==> src/rtl/prince_pkg.sv <==
package prince_pkg;

   localparam int BLOCK_WIDTH     = 64;
   localparam int CSR_INDEX_WIDTH = 8;
   localparam int RC_COUNT        = 12;
   localparam int CORE_ROUNDS     = 5;

   localparam logic [CSR_INDEX_WIDTH-1:0] CSR_WHITENING_KEY = 8'd0;
   localparam logic [CSR_INDEX_WIDTH-1:0] CSR_CORE_KEY      = 8'd1;

   typedef logic [BLOCK_WIDTH-1:0] block_type;

   typedef struct packed {
      block_type whitening_key;
      block_type core_key;
   } prince_keys_type;

   localparam block_type ROUND_CONST [RC_COUNT] = '{
      64'h0000000000000000, 64'h13198a2e03707344, 64'ha4093822299f31d0,
      64'h082efa98ec4e6c89, 64'h452821e638d01377, 64'hbe5466cf34e90c6c,
      64'h7ef84f78fd955cb1, 64'h85840851f1ac43aa, 64'hc882d32f25323c54,
      64'h64a51195e0e3610d, 64'hd3b5a399ca0c2399, 64'hc0ac29b7c97c50dd
   };

   localparam logic [3:0] SBOX [16] = '{
      4'hB, 4'hF, 4'h3, 4'h2, 4'hA, 4'hC, 4'h9, 4'h1,
      4'h6, 4'h7, 4'h8, 4'h0, 4'hE, 4'h5, 4'hD, 4'h4
   };

   localparam logic [3:0] SBOX_INV [16] = '{
      4'hB, 4'h7, 4'h3, 4'h2, 4'hF, 4'hD, 4'h8, 4'h9,
      4'hA, 4'h6, 4'h4, 4'h0, 4'h5, 4'hE, 4'hC, 4'h1
   };

   // Output nibble i takes input nibble PERM[i]; nibble 0 is the top nibble.
   localparam logic [3:0] SHIFT_ROWS [16] = '{
      4'd0, 4'd5, 4'd10, 4'd15, 4'd4, 4'd9, 4'd14, 4'd3,
      4'd8, 4'd13, 4'd2, 4'd7, 4'd12, 4'd1, 4'd6, 4'd11
   };

   localparam logic [3:0] SHIFT_ROWS_INV [16] = '{
      4'd0, 4'd13, 4'd10, 4'd7, 4'd4, 4'd1, 4'd14, 4'd11,
      4'd8, 4'd5, 4'd2, 4'd15, 4'd12, 4'd9, 4'd6, 4'd3
   };

   function automatic block_type sub_layer(input block_type x, input logic inverse);
      block_type y;
      y = '0;
      for (int n = 0; n < 16; n++) begin
         if (inverse) begin
            y[60-4*n +: 4] = SBOX_INV[x[60-4*n +: 4]];
         end else begin
            y[60-4*n +: 4] = SBOX[x[60-4*n +: 4]];
         end
      end
      return y;
   endfunction

   function automatic block_type shift_rows(input block_type x, input logic inverse);
      block_type y;
      int src;
      y = '0;
      for (int n = 0; n < 16; n++) begin
         src = inverse ? int'(SHIFT_ROWS_INV[n]) : int'(SHIFT_ROWS[n]);
         y[60-4*n +: 4] = x[60-4*src +: 4];
      end
      return y;
   endfunction

   // M' is diag(M0, M1, M1, M0) over the four 16-bit chunks.
   function automatic block_type mprime(input block_type x);
      block_type y;
      int c;
      int r;
      int b;
      int off;
      logic acc;
      y = '0;
      for (int p = 0; p < 64; p++) begin
         c   = p / 16;
         r   = (p / 4) % 4;
         b   = p % 4;
         off = (c == 1 || c == 2) ? 1 : 0;
         acc = 1'b0;
         for (int j = 0; j < 4; j++) begin
            if (((r + j + off) % 4) != b) begin
               acc = acc ^ x[63 - (16*c + 4*j + b)];
            end
         end
         y[63-p] = acc;
      end
      return y;
   endfunction

endpackage

==> src/rtl/prince_block_encrypt.sv <==
// Channel   Direction  Payload
// req_      in         tdata[63:0] plaintext
// rsp_      out        tdata[63:0] ciphertext
// csr_      in         index 0 whitening key (k0), index 1 core key (k1), data[63:0]
//
// Each block passes through one input register, then the full twelve-round cipher
// in logic ahead of the result register.
// A new block is taken every cycle while no result stalls; one cipher path sets throughput.
// Reset is synchronous and clears both keys and the valid flags.
// A stalled result holds in its register; the input register keeps filling until both fill.
module prince_block_encrypt (
   input  logic                                    clock,
   input  logic                                    reset,
   input  logic                                    req_tvalid,
   output logic                                    req_tready,
   input  prince_pkg::block_type                   req_tdata,   // [63:0] plaintext
   output logic                                    rsp_tvalid,
   input  logic                                    rsp_tready,
   output prince_pkg::block_type                   rsp_tdata,   // [63:0] ciphertext
   input  logic                                    csr_valid,
   output logic                                    csr_ready,
   input  logic [prince_pkg::CSR_INDEX_WIDTH-1:0]  csr_index,
   input  prince_pkg::block_type                   csr_data
);
   import prince_pkg::*;

   prince_keys_type keys;
   block_type       core_out;
   block_type       req_data_ff;
   logic            req_valid_ff;
   block_type       rsp_data_ff;
   logic            rsp_valid_ff;
   logic            rsp_free;
   logic            advance;

   prince_csr u_csr (
      .clock     (clock),
      .reset     (reset),
      .csr_valid (csr_valid),
      .csr_ready (csr_ready),
      .csr_index (csr_index),
      .csr_data  (csr_data),
      .keys      (keys)
   );

   prince_core u_core (
      .plaintext  (req_data_ff),
      .keys       (keys),
      .ciphertext (core_out)
   );

   assign rsp_free   = !rsp_valid_ff || rsp_tready;
   assign advance    = req_valid_ff && rsp_free;
   assign req_tready = !req_valid_ff || rsp_free;

   always_ff @(posedge clock) begin
      if (reset) begin
         req_valid_ff <= 1'b0;
         rsp_valid_ff <= 1'b0;
      end else begin
         if (req_tready) begin
            req_valid_ff <= req_tvalid;
         end
         if (rsp_free) begin
            rsp_valid_ff <= req_valid_ff;
         end
      end
   end

   always_ff @(posedge clock) begin
      if (req_tready && req_tvalid) begin
         req_data_ff <= req_tdata;
      end
      if (advance) begin
         rsp_data_ff <= core_out;
      end
   end

   assign rsp_tvalid = rsp_valid_ff;
   assign rsp_tdata  = rsp_data_ff;

   a_advance_loads_result: assert property (@(posedge clock) disable iff (reset)
      advance |=> rsp_valid_ff && rsp_data_ff == $past(core_out))
      else $error("Result register did not take the cipher output.");

   a_no_overwrite: assert property (@(posedge clock) disable iff (reset)
      rsp_valid_ff && !rsp_tready && req_valid_ff |=> $stable(rsp_data_ff) && req_valid_ff)
      else $error("A pending block was lost during a stall.");

   a_reset_clears: assert property (@(posedge clock)
      reset |=> !rsp_valid_ff && !req_valid_ff)
      else $error("Valid flags not cleared by reset.");

   a_input_held: assert property (@(posedge clock) disable iff (reset)
      req_valid_ff && !rsp_free |=> $stable(req_data_ff))
      else $error("Input register changed while its block was stalled.");

endmodule

==> src/rtl/prince_csr.sv <==
module prince_csr (
   input  logic                                    clock,
   input  logic                                    reset,
   input  logic                                    csr_valid,
   output logic                                    csr_ready,
   input  logic [prince_pkg::CSR_INDEX_WIDTH-1:0]  csr_index,
   input  prince_pkg::block_type                   csr_data,
   output prince_pkg::prince_keys_type             keys
);
   import prince_pkg::*;

   prince_keys_type keys_ff;
   prince_keys_type keys_in;

   always_comb begin
      keys_in = keys_ff;
      if (csr_valid) begin
         case (csr_index)
            CSR_WHITENING_KEY: keys_in.whitening_key = csr_data;
            CSR_CORE_KEY:      keys_in.core_key      = csr_data;
            default:           keys_in = keys_ff;
         endcase
      end
   end

   always_ff @(posedge clock) begin
      if (reset) begin
         keys_ff <= '0;
      end else begin
         keys_ff <= keys_in;
      end
   end

   assign csr_ready = 1'b1;
   assign keys      = keys_ff;

endmodule

==> src/rtl/prince_core.sv <==
module prince_core (
   input  prince_pkg::block_type         plaintext,
   input  prince_pkg::prince_keys_type   keys,
   output prince_pkg::block_type         ciphertext
);
   import prince_pkg::*;

   block_type k0;
   block_type k1;
   block_type k0_prime;
   block_type fwd_state [CORE_ROUNDS+1];
   block_type bwd_state [CORE_ROUNDS+1];
   block_type middle;

   assign k0       = keys.whitening_key;
   assign k1       = keys.core_key;
   assign k0_prime = {k0[0], k0[63:1]} ^ {63'd0, k0[63]};

   assign fwd_state[0] = plaintext ^ k0 ^ k1 ^ ROUND_CONST[0];

   for (genvar i = 0; i < CORE_ROUNDS; i++) begin : g_fwd
      assign fwd_state[i+1] = shift_rows(mprime(sub_layer(fwd_state[i], 1'b0)), 1'b0)
                              ^ ROUND_CONST[i+1] ^ k1;
   end

   assign middle       = sub_layer(mprime(sub_layer(fwd_state[CORE_ROUNDS], 1'b0)), 1'b1);
   assign bwd_state[0] = middle;

   for (genvar i = 0; i < CORE_ROUNDS; i++) begin : g_bwd
      assign bwd_state[i+1] = sub_layer(mprime(shift_rows(
                                 bwd_state[i] ^ k1 ^ ROUND_CONST[CORE_ROUNDS+1+i], 1'b1)), 1'b1);
   end

   assign ciphertext = bwd_state[CORE_ROUNDS] ^ ROUND_CONST[RC_COUNT-1] ^ k1 ^ k0_prime;

endmodule
==> config.mk <==
export PLATFORM = sky130hd
export DESIGN_NAME = prince_block_encrypt
export DESIGN_NICKNAME = d
export VERILOG_FILES = /design/src/rtl/prince_pkg.sv /design/src/rtl/prince_block_encrypt.sv /design/src/rtl/prince_csr.sv /design/src/rtl/prince_core.sv
export SDC_FILE = /design/constraint.sdc
export NUM_CORES = 2
export LEC_CHECK = 0
export ABC_AREA = 0
export BUFFER_PORTS_ARGS = -buffer_cell sky130_fd_sc_hd__buf_2
export CAP_MARGIN = 20
export CELL_PAD_IN_SITES_DETAIL_PLACEMENT = 0
export CELL_PAD_IN_SITES_GLOBAL_PLACEMENT = 2
export CORE_MARGIN = 5
export CORE_UTILIZATION = 42
export CTS_CLUSTER_DIAMETER = 120
export CTS_CLUSTER_SIZE = 25
export DETAILED_ROUTE_END_ITERATION = 7
export PLACE_DENSITY_LB_ADDON = 0.1
export SYNTH_ARGS = -nofsm -noshare
export SYNTH_HDL_FRONTEND = slang
export SYNTH_SLANG_ARGS = --single-unit
==> constraint.sdc <==
create_clock -name clock -period 19 [get_ports clock]
set_input_delay 2.85 -clock clock [delete_from_list [all_inputs] [get_ports clock]]
set_output_delay 2.85 -clock clock [all_outputs]
set_load 0.05 [all_outputs]
==> results.json <==
{
  "status": "finished, final reports clean",
  "wl_mm": 281,
  "area_delta_synth_final_pct": 23.4,
  "drive_above_1_share_pct": 27.1,
  "finalCritPeriodShare_pct": 96.7,
  "first_pass_iters": 8,
  "final.setup_skew_ns": 0.0309,
  "grt_max_degree": 70,
  "hpwl_mm": 232,
  "first_global_vias": 54818,
  "syn_area_um2": 62900,
  "viasPerCell": 5.69,
  "crit_fanout": 9,
  "tns_ns": 0,
  "synth-compound-area-share_pct": 17.1,
  "slew_headroom_pct": 11.1,
  "finalSetupViolations": 0,
  "num_rows": 142,
  "drt-initial-drc-count": 5578,
  "hold_class": "reg -> reg",
  "synth_edf_count": 128,
  "critPathKind": "reg -> reg",
  "final_common_cell": "buf_4",
  "post-place-cells": 10206,
  "num_vias": 58700,
  "synthCells": 7151,
  "portBuffers": 206,
  "yosys.area_share.simple_pct": 13.4,
  "yosys_warnings": 0,
  "synth_top_family_by_area": "XOR/XNOR gates",
  "ff2ff_setup_slack_ns": 0.63,
  "synth_nets": 7927,
  "cts_max_level": 1,
  "cts_buffers": 15,
  "max_stage_delay_ns": 0.56,
  "ant_nets": 0,
  "hold_path_end": "u_csr.keys[79]",
  "layout_common_cells": "1172 x buf_4, 804 x xnor2_1, 635 x ha_1",
  "syn_area_per_cell_um2": 8.79,
  "min_path_cells": 2,
  "grt-ovfl-total": 0,
  "ios": 208,
  "numClockSinks": 258,
  "critPathRequiredTime_ns": 19.28,
  "wire_per_inst_um": 27.3,
  "slew_viol_final": 0,
  "max_freq_mhz": 54.5,
  "grtUsageTotal_pct": 34.0,
  "cp_slowest_cell": "a211oi_1",
  "cts_root_buf": "clkbuf_16",
  "crit_top_cell": "buf_4",
  "async_reset_ff_share_pct": 0,
  "synth_seq_cells": 258,
  "ys_types": 140,
  "grt_pass1_wl_mm": 390,
  "cts.clk_slew.worst_paths_ns": 0.12,
  "die_width_um": 397,
  "r2r_start": "req_data_ff[1]",
  "tightest_slew_ns": 1.32,
  "cp.arrival_ns": 18.64,
  "layout_min_cycle_time_ns": 18.37,
  "clock_latency_ns": 0.55,
  "chipHeight_um": 397,
  "fp.coreArea_um2": 149000,
  "route.detailed.drc": 0,
  "die_area_um2": 157000,
  "hold_buffers": 0,
  "synth.mux.area_fraction_pct": 8.71,
  "clock_path_buffers": 3,
  "synthAdderAreaFrac_pct": 12.7,
  "start_util_pct": 42.1,
  "worstSetupEndpointType": "flip-flop",
  "seq_area_frac_synth_pct": 10.3,
  "antenna_found_initial": 10,
  "fin_nets": 9139,
  "gp_congestion": 0.983,
  "r2r_cells": 78,
  "r2r_end": "rsp_tdata[35]",
  "cp-start-kind": "flip-flop",
  "cts_tree": "yes",
  "post-route-cell-area_um2": 77600,
  "synthFlopType": "dfxtp_1",
  "instances_no_fill": 10319,
  "min_from": "u_csr.keys[79]",
  "hold_viol_final": 0,
  "place_area_um2": 73800,
  "synth_xor_area_share_pct": 33.1,
  "drv_cap": 0
}
==> Yosys cell counts, types with 46 or more instances <==
| master | number | area share (%) |
|---|---|---|
| o22ai_1 | 47 | 0.47 |
| and2_1 | 60 | 0.60 |
| mux2_2 | 87 | 1.6 |
| ha_1 | 635 | 13 |
| mux2i_1 | 365 | 5.8 |
| xnor2_2 | 128 | 3.3 |
| nand3_1 | 151 | 1.2 |
| clkbuf_1 | 94 | 0.56 |
| nand2_1 | 501 | 3.0 |
| nor3_1 | 120 | 0.96 |
| or3_1 | 67 | 0.67 |
| xnor3_1 | 199 | 7.1 |
| xor2_1 | 424 | 5.9 |
| a31oi_1 | 58 | 0.58 |
| nand2b_1 | 77 | 0.77 |
| a21o_1 | 46 | 0.55 |
| edfxtp_1 | 128 | 6.1 |
| o21a_1 | 47 | 0.56 |
| xnor2_1 | 945 | 13 |
| inv_2 | 47 | 0.28 |
| o21ai_1 | 62 | 0.49 |
| xor3_1 | 56 | 2.1 |
| a211o_1 | 52 | 0.72 |
| and3_1 | 90 | 0.90 |
| nor2_1 | 311 | 1.9 |
| dfxtp_1 | 130 | 4.1 |
| o211ai_1 | 128 | 1.5 |
| a22oi_1 | 46 | 0.55 |
| a21oi_1 | 371 | 3.0 |
| o21ai_0 | 164 | 1.3 |
| inv_1 | 516 | 3.1 |
| a211oi_1 | 105 | 1.3 |
==> critical path, delay by kind of cell, from the launching register on <==
kind | cells | cell delay [ns]
compound gates | 15 | 3.54
xor+xnor | 19 | 4.32
fa+ha+maj | 8 | 1.89
buf+inv | 18 | 2.58
flops | 1 | 0.45
mux | 6 | 1.66
simple gates | 12 | 3.56
==> sequential cells by signal, summed over array words and instances (netlist names) <==
register      flops
u_csr.keys      128
req_data_ff      64
rsp_tvalid        1
req_valid_ff      1
rsp_tdata        64
==> stage by stage <==
| stage | hold WS (ns) | util, % | worst slack (ns) |
|---|---|---|---|
| CTS | 0.491 | 50.0 | 0.00830 |
| finish | 0.491 | 52.0 | 0.635 |
| global route | 0.515 | 52.0 | -0.131 |
| floorplan | 0.462 | - | 1.51 |
| detailed placement | 0.476 | 49.4 | -0.886 |
| global placement | 0.469 | 49.4 | -0.698 |
==> worst max path at each step <==
| stage | from | end | cells past startpoint |
|---|---|---|---|
| floorplan | u_csr.keys[0] | rsp_tdata[26] | 74 |
| global placement | u_csr.keys[121] | rsp_tdata[2] | 87 |
| CTS | u_csr.keys[121] | rsp_tdata[18] | 84 |
| finish | req_data_ff[1] | rsp_tdata[35] | 78 |
| global route | req_data_ff[29] | rsp_tdata[18] | 90 |
| detailed placement | u_csr.keys[121] | rsp_tdata[10] | 80 |
==> per-layer routing <==
metal / routed length [um] / GRT usage [%]
met5: 0 / 0
met4: 14500 / 13.2
met3: 20300 / 3.62
met2: 126000 / 55.5
met1: 121000 / 46.3
==> logic make-up after synthesis <==
| group | count (synthesis) |
|---|---|
| buffers and inverters | 756 |
| adder cells (fa/ha/maj) | 636 |
| flip-flops | 258 |
| other | 1 |
| AND/OR/NAND/NOR | 1671 |
| AO/OA/AOI/OAI | 1521 |
| multiplexers | 507 |
| XOR/XNOR | 1801 |
==> final cells by class <==
class	instances	area (um^2)
sequential	258	6460
multi-input combinational	6137	56200
fill	14191	71700
tap	1944	2430
clock buffer	22	402
timing repair buffer	1382	9920
clock inverter	3	46.3
inverter	569	2140
antenna	4	10.0
==> repair_timing <==
action | 4_1_cts | 5_1_grt
buffers inserted | 9 | 75
endpoints found under the setup margin | 64 | 64
pin swaps | 9 | 92
resized for setup | 53 | 378
gates cloned | 0 | 0
Power is not shown: default switching activity piles up to over one toggle a cycle in this logic, so the estimate is an artifact.
